**config.mk**
```make
export PLATFORM = sky130hd
export DESIGN_NAME = bpfa_ctrl
export DESIGN_NICKNAME = d
export VERILOG_FILES = /design/src/design/bpfa_pkg.sv /design/src/design/bpfa_ctrl.sv
export SDC_FILE = /design/constraint.sdc
export NUM_CORES = 1
export LEC_CHECK = 0
export BUFFER_PORTS_ARGS = -buffer_cell sky130_fd_sc_hd__buf_4
export CAP_MARGIN = 20
export CORE_MARGIN = 4
export CORE_UTILIZATION = 30
export CTS_CLUSTER_SIZE = 8
export DETAILED_ROUTE_END_ITERATION = 6
export PLACE_DENSITY = 0.5
export SLEW_MARGIN = 20
export SYNTH_ARGS = -nofsm -noshare
export SYNTH_HDL_FRONTEND = slang
export SYNTH_SLANG_ARGS = --single-unit
```
**constraint.sdc**
```tcl
create_clock -name i_clk -period 1.81 [get_ports i_clk]
set_clock_uncertainty 0.2 [all_clocks]
set_input_delay 0.0905 -clock i_clk [delete_from_list [all_inputs] [get_ports i_clk]]
set_output_delay 0.0905 -clock i_clk [all_outputs]
set_load 0.005 [all_outputs]
```
**src/design/bpfa_pkg.sv**
```systemverilog
// Shared types and constants for the bitmap page frame allocator.
package bpfa_pkg;

    localparam int ADDR_W     = 64;
    localparam int PCNT_W     = 13;
    localparam int WORD_W     = 64;
    localparam int BIT_IDX_W  = 6;
    localparam int CFG_IDX_W  = 2;
    localparam int CFG_DATA_W = 64;

    localparam logic [CFG_IDX_W-1:0] CFG_REGION_BASE       = 2'd0;
    localparam logic [CFG_IDX_W-1:0] CFG_DIRECT_MAP_OFFSET = 2'd1;
    localparam logic [CFG_IDX_W-1:0] CFG_PAGE_COUNT        = 2'd2;

    localparam logic CMD_ALLOC = 1'b0;
    localparam logic CMD_FREE  = 1'b1;

    typedef enum logic [1:0] {
        ST_OK    = 2'd0,
        ST_OOM   = 2'd1,
        ST_RANGE = 2'd2
    } t_status;

    // controller -> datapath
    typedef struct packed {
        logic    clr_step;
        logic    scan_start;
        logic    scan_step;
        logic    alloc_wr;
        logic    alloc_add;
        logic    alloc_sub;
        logic    free_load;
        logic    free_add;
        logic    free_sub;
        logic    div_start;
        logic    div_step;
        logic    free_wr;
        logic    res_set;
        logic    res_zero;
        t_status res_status;
        logic    out_load;
    } t_cmd;

    // datapath -> controller
    typedef struct packed {
        logic clr_last;
        logic found;
        logic scan_done;
        logic in_range;
        logic div_last;
        logic out_busy;
    } t_sts;

endpackage

```
**src/design/bpfa_ctrl.sv**
```systemverilog
// Sequencing state machine for the page allocator.
module bpfa_ctrl
    import bpfa_pkg::*;
(
    input  logic i_clk,
    input  logic i_rst_n,
    input  logic i_req_valid,
    input  logic i_command,
    input  t_sts i_sts,
    output logic o_req_ready,
    output t_cmd o_cmd
);

    typedef enum logic [12:0] {
        S_CLEAR  = 13'b0000000000001,
        S_IDLE   = 13'b0000000000010,
        S_SCAN   = 13'b0000000000100,
        S_AWR    = 13'b0000000001000,
        S_AADD   = 13'b0000000010000,
        S_ASUB   = 13'b0000000100000,
        S_FADD   = 13'b0000001000000,
        S_FSUB   = 13'b0000010000000,
        S_FCMP   = 13'b0000100000000,
        S_FDIV   = 13'b0001000000000,
        S_FREAD  = 13'b0010000000000,
        S_FWRITE = 13'b0100000000000,
        S_DONE   = 13'b1000000000000
    } t_state;

    t_state r_state, n_state;

    always_comb begin
        n_state          = r_state;
        o_cmd            = '0;
        o_cmd.res_status = ST_OK;
        o_req_ready      = 1'b0;
        unique case (r_state)
            S_CLEAR: begin
                o_cmd.clr_step = 1'b1;
                if (i_sts.clr_last) begin
                    n_state = S_IDLE;
                end
            end
            S_IDLE: begin
                o_req_ready = 1'b1;
                if (i_req_valid) begin
                    if (i_command == CMD_FREE) begin
                        o_cmd.free_load = 1'b1;
                        n_state         = S_FADD;
                    end else begin
                        o_cmd.scan_start = 1'b1;
                        n_state          = S_SCAN;
                    end
                end
            end
            S_SCAN: begin
                o_cmd.scan_step = 1'b1;
                if (i_sts.found) begin
                    n_state = S_AWR;
                end else if (i_sts.scan_done) begin
                    o_cmd.res_set    = 1'b1;
                    o_cmd.res_zero   = 1'b1;
                    o_cmd.res_status = ST_OOM;
                    n_state          = S_DONE;
                end
            end
            S_AWR: begin
                o_cmd.alloc_wr = 1'b1;
                n_state        = S_AADD;
            end
            S_AADD: begin
                o_cmd.alloc_add = 1'b1;
                n_state         = S_ASUB;
            end
            S_ASUB: begin
                o_cmd.alloc_sub  = 1'b1;
                o_cmd.res_set    = 1'b1;
                o_cmd.res_status = ST_OK;
                n_state          = S_DONE;
            end
            S_FADD: begin
                o_cmd.free_add = 1'b1;
                n_state        = S_FSUB;
            end
            S_FSUB: begin
                o_cmd.free_sub = 1'b1;
                n_state        = S_FCMP;
            end
            S_FCMP: begin
                if (i_sts.in_range) begin
                    o_cmd.div_start = 1'b1;
                    n_state         = S_FDIV;
                end else begin
                    o_cmd.res_set    = 1'b1;
                    o_cmd.res_zero   = 1'b1;
                    o_cmd.res_status = ST_RANGE;
                    n_state          = S_DONE;
                end
            end
            S_FDIV: begin
                o_cmd.div_step = 1'b1;
                if (i_sts.div_last) begin
                    n_state = S_FREAD;
                end
            end
            S_FREAD: begin
                // word address is driven from the quotient; data lands next cycle
                n_state = S_FWRITE;
            end
            S_FWRITE: begin
                o_cmd.free_wr    = 1'b1;
                o_cmd.res_set    = 1'b1;
                o_cmd.res_zero   = 1'b1;
                o_cmd.res_status = ST_OK;
                n_state          = S_DONE;
            end
            S_DONE: begin
                if (!i_sts.out_busy) begin
                    o_cmd.out_load = 1'b1;
                    n_state        = S_IDLE;
                end
            end
            default: begin
                n_state = S_IDLE;
            end
        endcase
    end

    always_ff @(posedge i_clk) begin
        if (!i_rst_n) begin
            r_state <= S_CLEAR;
        end else begin
            r_state <= n_state;
        end
    end

    a_no_overwrite: assert property (@(posedge i_clk) disable iff (!i_rst_n)
        o_cmd.out_load |-> !i_sts.out_busy)
        else $error("response register overwritten while held");

    a_ready_after_clear: assert property (@(posedge i_clk) disable iff (!i_rst_n)
        (r_state == S_CLEAR) && !i_sts.clr_last |=> !o_req_ready)
        else $error("request taken before bitmap clear finished");

endmodule

```
==> impl_results.md, run 1 <==
- CP Max Fanout: 3
- Ant. Diodes: 0
- Syn Nets: ~130
- Post-synthesis cell area: just over 900 sq um
- Dpl ws: -0.278 ns
- Drt pass-1 iters: 4
- CTS tree: built
- Switching part of the total: 30.5%
- Flops & latches, synth: 13
- Htree depth: 1
- DR iter-0 viols: 36
- Top layer in use: met4
- WL per Instance: around 16 um
- Largest reg by FF count: r_state
- WL met1: about 1600 um
- Top-level I/O count: 28
- Top flop regs: r_state (13)
- Arrival time worst endpoint: around 1.9 ns
- Initial core utilization: about a third
- Fin Setup TNS: -6.86 ns
- Commonest non-fill, non-tap cell in the layout: buf_4
- Final Non-Filler Cells: ~230
- Power share of the clock group: between 20% and 30%
- WS Path Type: flop to output port
- Worst path required time: 1.52 ns
- Int Pwr: roughly 510 uW
- Status: complete, but fails checks
- Largest register FFs: 13
- Detailed Place HPWL: approximately 2500 um
- Peak supply drop: between 0.0003 and 0.0004 V
- Clock tree buffer depth: 2
- Reg power frac: between 40% and 50%
- First-pass GRT wire length: ~6000 um
- Final min period: ~2.2 ns
- P&R area growth vs syn: 117%
- # DRC: 0
- Vert. Die Dim: approximately 63 um
- Crit end category: output port
- Post-synth cell types: 42
- Cell count after placement: 202
- RSZ-0062 raised after global routing: true
- Clock Sinks: 13
- Slew at the pin with the worst max-slew slack: 0.344 ns
- # rows: 19
- Die ar.: ~4000 sq um
- Total CTS buffers: 3
- Vias: 1228
- Startpoint Class: flop
- Post-layout total power: around 730 uW
- FILL cells: 231
- Register Area: between 200 and 300 sq um
- Crit-path cells: buf_6 > or4_4 > nor4_4 > and3_4 > and3b_1 > buf_4
- Share of layout cells above drive strength 1: 69.3%
- Combinational Power Share: 32.8%
- NetSw: about 220 uW
- Core Box Area: 2850 sq um
- Clk_lat worst skew: approximately 0.29 ns
- Commonest cells after routing, fill and taps aside: 67 x buf_4, 16 x buf_6, 9 x dfxtp_2, 7 x nor4_4, 7 x nor2_1
- Antenna violations before repair: 0
- GPL Wtd Cong: ~0.80
- Final Hold Vio Count: 0
- IO Port Bufs: 27
- Met2 WL: around 1900 um
- Layout Nets: 213
- Max-slew headroom: between 70% and 80%
- Vias/cell: between 5 and 6
- Fin area: about 2000 sq um
- Max incr delay on CP: approximately 0.5 ns
- Largest net degree at the start of global routing: 10
- Met3 Wirelength: 106 um
- Hold Path Class: input port to flop
- Vias in the first global route: 1215
- Area of the multi-input gates: 890 sq um
- Tcrit/Tclk final: 121%
- Root Buffer Master: clkbuf_4
- Final worst slack: -0.380 ns
- Critical Path Slowest Stage Cell: or4_4
- Final wirelength: around 3700 um
- Dpl cell area: ~1400 sq um
- Failing checks: setup timing
- Pwr/cell area: roughly 370 nW/um^2
- ANT nets after route: 0
- Tot GR Track Use: a little under a fifth
- Slew Viols, Final: 0
- Max Cap Viol: 0
- Mapped Cells: approximately 120
- Seq/Total Area, Yosys: around 28%
- Clk slew on worst S/H paths: 0.09 ns
- Final setup viols: 30
- Total congestion overflow: 0
- Synth Warn #: 0
- Achievable clock frequency: 457 MHz
- Mean Syn Cell Area: around 8 sq um
- Die width: 63.4 um
- P_leak: slightly below 0.9 nW
[layer usage]
| layer | track usage [%] | vias up |
|---|---|---|
| met5 | 0 | - |
| met4 | 4.58 | 0 |
| met3 | 4.44 | 4 |
| met2 | 31.4 | 21 |
| met1 | 24.2 | 599 |
| li1 | - | 604 |
[per-stage QoR]
step / utilization, % / hold WS [ns]
floorplan: - / -0.0158
global placement: 50.4 / 0.185
detailed placement: 50.4 / 0.183
CTS: 66.1 / 0.00778
global route: 69.9 / 0.0220
finish: 69.9 / 0.0251
[timing repair]
action,in CTS,in global routing
hold buffers,5,0
setup buffers,18,7
pin swaps,16,11
endpoints found under the setup margin,30,30
gates resized for setup,51,20
hold endpoints to repair,10,0
[path summary, 6_finish.rpt]
kind,start,end,slack (ns),cells past startpoint
max,r_state[6]$_SDFFE_PN0P_,o_cmd[15],-0.38,6
min,i_req_valid,r_state[6]$_SDFFE_PN0P_,0.03,3
max reg2reg,r_state[6]$_SDFFE_PN0P_,r_state[1]$_SDFFE_PN0P_,-0.27,9
min reg2reg,r_state[10]$_SDFFE_PN0P_,r_state[11]$_SDFFE_PN0P_,0.31,2
[final cells by class]
cell class	instances	share of cell area [%]
timing repair buffer	88	36.8
multi-input combinational	89	44.6
inverter	8	1.51
tap	31	1.95
clock buffer	4	1.32
sequential	13	13.8
[worst max-delay path, delay by kind of cell (launching register included)]
family / cells / cell delay (ns)
AND/OR/NAND/NOR: 4 / 1.03
flip-flops: 1 / 0.35
buffers and inverters: 2 / 0.22
[cells in the mapped netlist]
cell       instances  area share [%]
nor4_4             2             4.6
o32ai_1            1            0.95
or2_2              1            0.68
nand2b_1           6             4.1
xor2_1             1            0.95
o21ai_0            3             1.6
buf_2              1            0.54
nor3_2             1             1.1
buf_6              1             1.2
clkbuf_1           3             1.2
nor2_1             9             3.7
dfxtp_1           13              28
o22ai_1            1            0.68
and3_1             2             1.4
o21a_1             4             3.3
xnor2_1            1            0.95
o32ai_2            1             1.8
and2_1             1            0.68
nor4b_1            1            0.95
inv_1              8             3.3
or4_4              1             1.2
and3b_1            2             1.9
nand3_1            6             3.3
nand3b_1           1            0.82
o31ai_1            1            0.82
a311o_1            1             1.1
nor4_1             7             4.8
o22a_1             1            0.95
and3_2             1            0.82
a2bb2oi_1          1            0.95
nor4bb_1           3             3.3
a211oi_1           1            0.82
nand4_1            2             1.4
or3_1              2             1.4
nor2b_1            2             1.4
or4_1              1            0.82
mux2i_1            1             1.1
nor4_2             1             1.4
a2111oi_0          1            0.95
nor3_1             9             4.9
or3b_1             1            0.95
nand2_1            8             3.3
[cell families (layout without fill, tap and decap cells)]
logic type,after synthesis,after routing,synth area share [%]
XOR/XNOR,2,2,1.91
AO/OA/AOI/OAI,16,16,13.9
multiplexers,1,1,1.09
flip-flops,13,13,28.3
buffers and inverters,13,100,6.26
AND/OR/NAND/NOR,70,70,48.6
[power groups by stage]
stage | registers [mW] | clock network (mW) | logic [mW]
2_1_floorplan | 0.304 | 0 | 0.0633
3_3_place_gp | 0.303 | 0 | 0.138
3_5_place_dp | 0.303 | 0 | 0.139
4_1_cts | 0.297 | 0.206 | 0.214
5_1_grt | 0.297 | 0.221 | 0.254
6_report | 0.296 | 0.195 | 0.240
Power figures use the tool's default switching activity.
==> run 2, diff against run 1 <==
--- a/config.mk
+++ b/config.mk
@@ -5,13 +5,14 @@
 export SDC_FILE = /design/constraint.sdc
 export NUM_CORES = 1
 export LEC_CHECK = 0
-export BUFFER_PORTS_ARGS = -buffer_cell sky130_fd_sc_hd__buf_4
 export CAP_MARGIN = 20
 export CORE_MARGIN = 4
 export CORE_UTILIZATION = 30
 export CTS_CLUSTER_SIZE = 8
 export DETAILED_ROUTE_END_ITERATION = 6
-export PLACE_DENSITY = 0.5
+export DONT_BUFFER_PORTS = 1
+export PLACE_DENSITY = 0.42
+export SETUP_SLACK_MARGIN = 0.2
 export SLEW_MARGIN = 20
 export SYNTH_ARGS = -nofsm -noshare
 export SYNTH_HDL_FRONTEND = slang
==> constraint.sdc (replaced) <==
create_clock -name i_clk -period 1.81 [get_ports i_clk]
set_clock_uncertainty 0.2 [all_clocks]
set_input_delay 0.181 -clock i_clk [delete_from_list [all_inputs] [get_ports i_clk]]
set_output_delay 0.181 -clock i_clk [all_outputs]
set_load 0.005 [all_outputs]
==> run 2 against run 1 <==
  * The run still ends with setup timing left
  * First-iteration DRC count increased by 39%
  * Maximum frequency increased by 0.48%
  * Highest routed layer unchanged
  * Via count decreased by 8.6%
  * Critical endpoint is now r_state[1]$_SDFFE_PN0P_
  * Global-route usage decreased by 1.8 points
  * Final cell count decreased by 12%
  * Core utilization decreased by 8.6 points
  * Largest cell class unchanged
  * Register-to-register slack got worse by 0.099 ns
  * Sequential power about the same
  * Routed wire length decreased by 4.4%
  * Non-clock buffer count decreased by 29
==> impl_results.md, run 2 (synthesis results as in run 1) <==
- Final Hold Vio Count: 0
- Ant. Diodes: 0
- ANT nets after route: 0
- Critical Path Slowest Stage Cell: nor4_4
- Commonest non-fill, non-tap cell in the layout: buf_4
- Vias in the first global route: roughly 1100
- Layout Nets: ~180
- Startpoint Class: flop
- Post-layout total power: approximately 700 uW
- Root Buffer Master: clkbuf_4
- Worst path required time: approximately 1.8 ns
- Tcrit/Tclk final: 120%
- Die width: between 60 and 70 um
- Antenna violations before repair: 0
- Final worst slack: -0.369 ns
- Top flop regs: r_state (13)
- Most used cell, CP: buf_4
- Max Cap Viol: 0
- Initial core utilization: 32.2%
- Htree depth: 1
- Crit end category: flop
- Failing checks: setup timing
- Final min period: about 2.2 ns
- RSZ-0062 raised after global routing: true
- GPL Wtd Cong: roughly 0.76
- FILL cells: 256
- Final setup viols: 29
- Clk slew on worst S/H paths: 0.08 ns
- Clock Sinks: 13
- WS Path Type: flop to flop
- Final wirelength: roughly 3500 um
- Largest net degree at the start of global routing: 9
- # DRC: 0
- Drt pass-1 iters: 4
- Core Box Area: 2850 sq um
- P&R area growth vs syn: 90.1%
- Achievable clock frequency: approximately 460 MHz
- Commonest cells after routing, fill and taps aside: 44 x buf_4, 10 x buf_6, 9 x nor2_1
- Slew Viols, Final: 0
- WL per Instance: between 15 and 20 um
- CP Max Fanout: 4
- Detailed Place HPWL: approximately 2400 um
- Pwr/cell area: 399 nW/um^2
- Top-level I/O count: 28
- Vias: 1122
- Area of the multi-input gates: a little under 900 sq um
- Clock tree buffer depth: 2
- Largest register FFs: 13
- Tot GR Track Use: about 17%
- Total CTS buffers: 3
- Max incr delay on CP: roughly 0.38 ns
- Vert. Die Dim: between 60 and 70 um
- IO Port Bufs: 0
- Die ar.: approximately 4000 sq um
- Status: complete, but fails checks
- Max-slew headroom: between 70% and 80%
- Share of layout cells above drive strength 1: 62.4%
- Largest reg by FF count: r_state
- Slew at the pin with the worst max-slew slack: roughly 0.38 ns
- Arrival time worst endpoint: between 2 and 2.5 ns
- P_leak: a little over 0.7 nW
- Peak supply drop: 0.000278 V
- Clk_lat worst skew: between 0.2 and 0.3 ns
- Crit-path cells: nor4_4 > nand3_2 > buf_4 > buf_6 > buf_4 > o32ai_4 > a211oi_2 > o21a_1
- Fin Setup TNS: -6.64 ns
- Vias/cell: 5.50
- Dpl ws: -0.211 ns
- # rows: 19
- First-pass GRT wire length: 5380 um
- Register Area: about 280 sq um
- CTS tree: built
- DR iter-0 viols: 50
- Total congestion overflow: 0
- Hold Path Class: input port to flop
[run 2: cell count changes in the layout (fill, tap and decap cells not counted), moves of 2 or more]
| cell | before | now |
|---|---|---|
| buf_4 | 67 | 44 |
| buf_6 | 16 | 10 |
| dfxtp_2 | 9 | 5 |
| nor3_2 | 6 | 3 |
| dfxtp_1 | 3 | 5 |
| dfxtp_4 | 1 | 3 |
| nor2_1 | 7 | 9 |
| nor2_2 | 2 | 0 |
| nor3_4 | 4 | 6 |
| nor4_2 | 1 | 3 |
| nor4_4 | 7 | 5 |
[run 2: repair_timing]
action	CTS	global route
pin swaps	12	13
resized for setup	35	25
hold buffers	5	0
buffers inserted	9	7
hold endpoints to repair	10	0
setup endpoints to repair	31	31
[run 2: worst max-delay path, delay by kind of cell, from the launching register on]
family	cells	cell delay (ns)
and+or+nand+nor	2	0.58
buffers and inverters	3	0.41
DFF	1	0.35
AOI/OAI and AO/OA	3	0.54
[run 2: per-layer routing]
layer,wire length (um),vias to the layer above,track usage [%]
li1,-,548,-
met1,1550,540,22.1
met2,1740,28,28.0
met3,163,6,4.26
met4,41,0,4.04
met5,0,-,0
[run 2: area by class of cell]
type                    instances  share of cell area, %
clock buffers                   4                   1.50
inverters                       8                   1.72
multi-input cells              89                   50.5
flip-flops and latches         13                   15.9
well taps                      31                   2.22
repair buffers                 59                   28.2
[run 2: path summary, 6_finish.rpt]
| kind | from | cells past startpoint | to | slack [ns] |
|---|---|---|---|---|
| worst max-delay path | r_state[1]$_SDFFE_PN0P_ | 8 | r_state[1]$_SDFFE_PN0P_ | -0.37 |
| worst max register to register | r_state[1]$_SDFFE_PN0P_ | 8 | r_state[1]$_SDFFE_PN0P_ | -0.37 |
| worst min register to register | r_state[1]$_SDFFE_PN0P_ | 3 | r_state[11]$_SDFFE_PN0P_ | 0.45 |
| worst min-delay path | i_req_valid | 2 | r_state[2]$_SDFFE_PN0P_ | 0.02 |
[run 2: report_power, final]
group          switching (mW)  internal (mW)
logic                  0.0988          0.113
clock network           0.106         0.0857
registers             0.00663          0.287
[run 2: through the flow]
step                std cells  util [%]  instance area, sq um  hold slack, ns
finish                    204      61.3                  1750          0.0191
CTS                       197      55.3                  1580         0.00497
floorplan                 115         -                   995          0.0747
global route              204      61.3                  1750         0.00903
global placement          179      44.6                  1270           0.100
detailed placement        179      44.6                  1270           0.108
==> run 3, diff against run 2 <==
--- a/config.mk
+++ b/config.mk
@@ -11,7 +11,7 @@
 export CTS_CLUSTER_SIZE = 8
 export DETAILED_ROUTE_END_ITERATION = 6
 export DONT_BUFFER_PORTS = 1
-export PLACE_DENSITY = 0.42
+export PLACE_DENSITY = 0.41
 export SETUP_SLACK_MARGIN = 0.2
 export SLEW_MARGIN = 20
 export SYNTH_ARGS = -nofsm -noshare
==> constraint.sdc (replaced) <==
create_clock -name i_clk -period 2.45 [get_ports i_clk]
set_clock_uncertainty 0.2 [all_clocks]
set_input_delay 0.245 -clock i_clk [delete_from_list [all_inputs] [get_ports i_clk]]
set_output_delay 0.245 -clock i_clk [all_outputs]
set_load 0.005 [all_outputs]
==> run 3 against run 2 <==
  * The run now ends clean
  * Combinational power down 64%
  * First-iteration DRC count is 24% lower
  * Sequential cell count stayed put
  * Critical path type is now flop to output port
  * Largest cell class unchanged
==> impl_results.md, run 3 (synthesis results as in run 1) <==
- First-pass GRT wire length: 4430 um
- Clock Sinks: 13
- GPL Wtd Cong: roughly 0.82
- IO Port Bufs: 0
- Htree depth: 1
- Tcrit/Tclk final: 91.9%
- # DRC: 0
- WL per Instance: 17.3 um
- Crit-path cells: or4_4 > nor4_4 > and3_4 > and3b_2
- Ant. Diodes: 0
- Tot GR Track Use: between 10% and 20%
- Clock tree buffer depth: 2
- # rows: 19
- Core Box Area: 2850 sq um
- Die width: 63.4 um
- DR iter-0 viols: 38
- Final min period: around 2.3 ns
- Fin area: 1180 sq um
- Max incr delay on CP: between 0.5 and 0.6 ns
- Share of layout cells above drive strength 1: 28.1%
- Clk slew on worst S/H paths: roughly 0.080 ns
- Max-slew headroom: between 60% and 70%
- Final setup viols: 0
- Worst path required time: between 2 and 2.5 ns
- Pwr/cell area: ~360 nW/um^2
- P_leak: 0.465 nW
- FILL cells: between 200 and 300
- Hold Path Class: input port to flop
- Crit path depth: 4
- Clk_lat worst skew: about 0.28 ns
- Top-level I/O count: 28
- Hold Crit Start: i_sts[0]
- Commonest non-fill, non-tap cell in the layout: buf_4
- Vias in the first global route: between 800 and 900
- CP bufs+invs: 0
- Vert. Die Dim: around 63 um
- Worst r2r src: r_state[12]$_SDFFE_PN0P_
- Detailed Place HPWL: 2060 um
- Die ar.: 4020 sq um
- Initial core utilization: about a third
- Delay-heaviest family, CP: simple AND/OR/NAND/NOR gates
- Largest register FFs: 13
- Root Buffer Master: clkbuf_4
- Drt pass-1 iters: 4
- Slew at the pin with the worst max-slew slack: about 0.58 ns
- CTS tree: built
- Startpoint Class: flop
- Largest net degree at the start of global routing: 11
- Critical Path Start: r_state[4]$_SDFFE_PN0P_
- RSZ-0062 raised after global routing: true
- Largest reg by FF count: r_state
- P&R area growth vs syn: 28.0%
- CP Max Fanout: 4
- Crit end category: output port
- Achievable clock frequency: roughly 440 MHz
- Total CTS buffers: 3
- Vias: approximately 920
- Status: finished clean
- Final Hold Vio Count: 0
- Slew Viols, Final: 0
- Commonest cells after routing, fill and taps aside: 9 x buf_4, 8 x inv_1, 8 x nand2_1, 8 x nor3_1, 8 x nor2_1
- Final wirelength: 2760 um
- Vias/cell: between 5 and 6
- ANT nets after route: 0
- Reg2reg path depth: 5
- Worst hold path depth: 3
- Dpl cell area: just under 1000 sq um
- Arrival time worst endpoint: between 1.5 and 2 ns
- Fin Setup TNS: 0 ns
- Max Cap Viol: 0
- Total congestion overflow: 0
- Peak supply drop: approximately 0.00021 V
- Top flop regs: r_state (13)
- Antenna violations before repair: 0
- Critical Path Slowest Stage Cell: or4_4
- Layout Nets: 139
- WS Path Type: flop to output port
## run 3: cell count changes in the layout (fill, tap and decap cells not counted), moves of 3 or more
| cell | before | now |
|---|---|---|
| nor3_4 | 6 | 0 |
| inv_1 | 5 | 8 |
| nor3_1 | 1 | 8 |
| nor4_1 | 2 | 5 |
| buf_4 | 44 | 9 |
| buf_6 | 10 | 0 |
| inv_2 | 3 | 0 |
## run 3: path summary, 6_finish.rpt
path                                                  to  slack, ns
worst max register to register  r_state[11]$_SDFFE_PN0P_       0.35
worst min-delay path            r_state[12]$_SDFFE_PN0P_       0.04
worst min register to register  r_state[11]$_SDFFE_PN0P_       0.34
worst max-delay path                           o_cmd[15]       0.20
## run 3: per-layer routing
metal  GRT usage [%]  up-vias  share of wire [%]
met1            16.8      443                 42
met2            22.8       19                 51
met4            5.66        0                2.1
li1                -      454                  -
met3            4.62        6                4.8
met5               0        -                  0
## run 3: repair_timing
| item | 4_1_cts | 5_1_grt |
|---|---|---|
| setup endpoints to repair | 13 | 14 |
| hold buffers | 3 | 2 |
| hold endpoints to repair | 9 | 1 |
| gates resized for setup | 9 | 15 |
| pin swaps | 5 | 4 |
| setup buffers | 1 | 3 |
| gates cloned | 0 | 0 |
## run 3: final cells by class
| class | count | area [sq um] | share of cell area, % |
|---|---|---|---|
| Multi-Input combinational cell | 89 | 692 | 58.8 |
| Sequential cell | 13 | 273 | 23.2 |
| Timing Repair Buffer | 14 | 118 | 9.99 |
| Tap cell | 31 | 38.8 | 3.29 |
| Inverter | 8 | 30.0 | 2.55 |
| Clock buffer | 4 | 26.3 | 2.23 |
## run 3: tightest hold or removal path, cell delays in order
cell,delay [ns]
inv_1,0.03
nor3_1,0.05
o21a_1,0.16
## run 3: stage by stage
step / total power, mW / utilization (%) / worst slack, ns / cells / hold slack [ns]
after floorplan: 0.267 / - / 0.469 / 115 / 0.139
after global placement: 0.282 / 33.9 / 0.0930 / 146 / 0.158
after detailed placement: 0.282 / 33.9 / 0.109 / 146 / 0.158
after CTS: 0.427 / 37.1 / 0.183 / 154 / 0.0103
after global routing: 0.455 / 41.3 / 0.149 / 159 / 0.0516
final: 0.430 / 41.3 / 0.198 / 159 / 0.0367
## run 3: power breakdown
group          switching [mW]  leakage, nW  total [mW]  internal [mW]
Combinational          0.0402        0.341      0.0754         0.0352
Sequential            0.00627        0.109       0.219          0.213
Clock                  0.0719       0.0150       0.135         0.0632
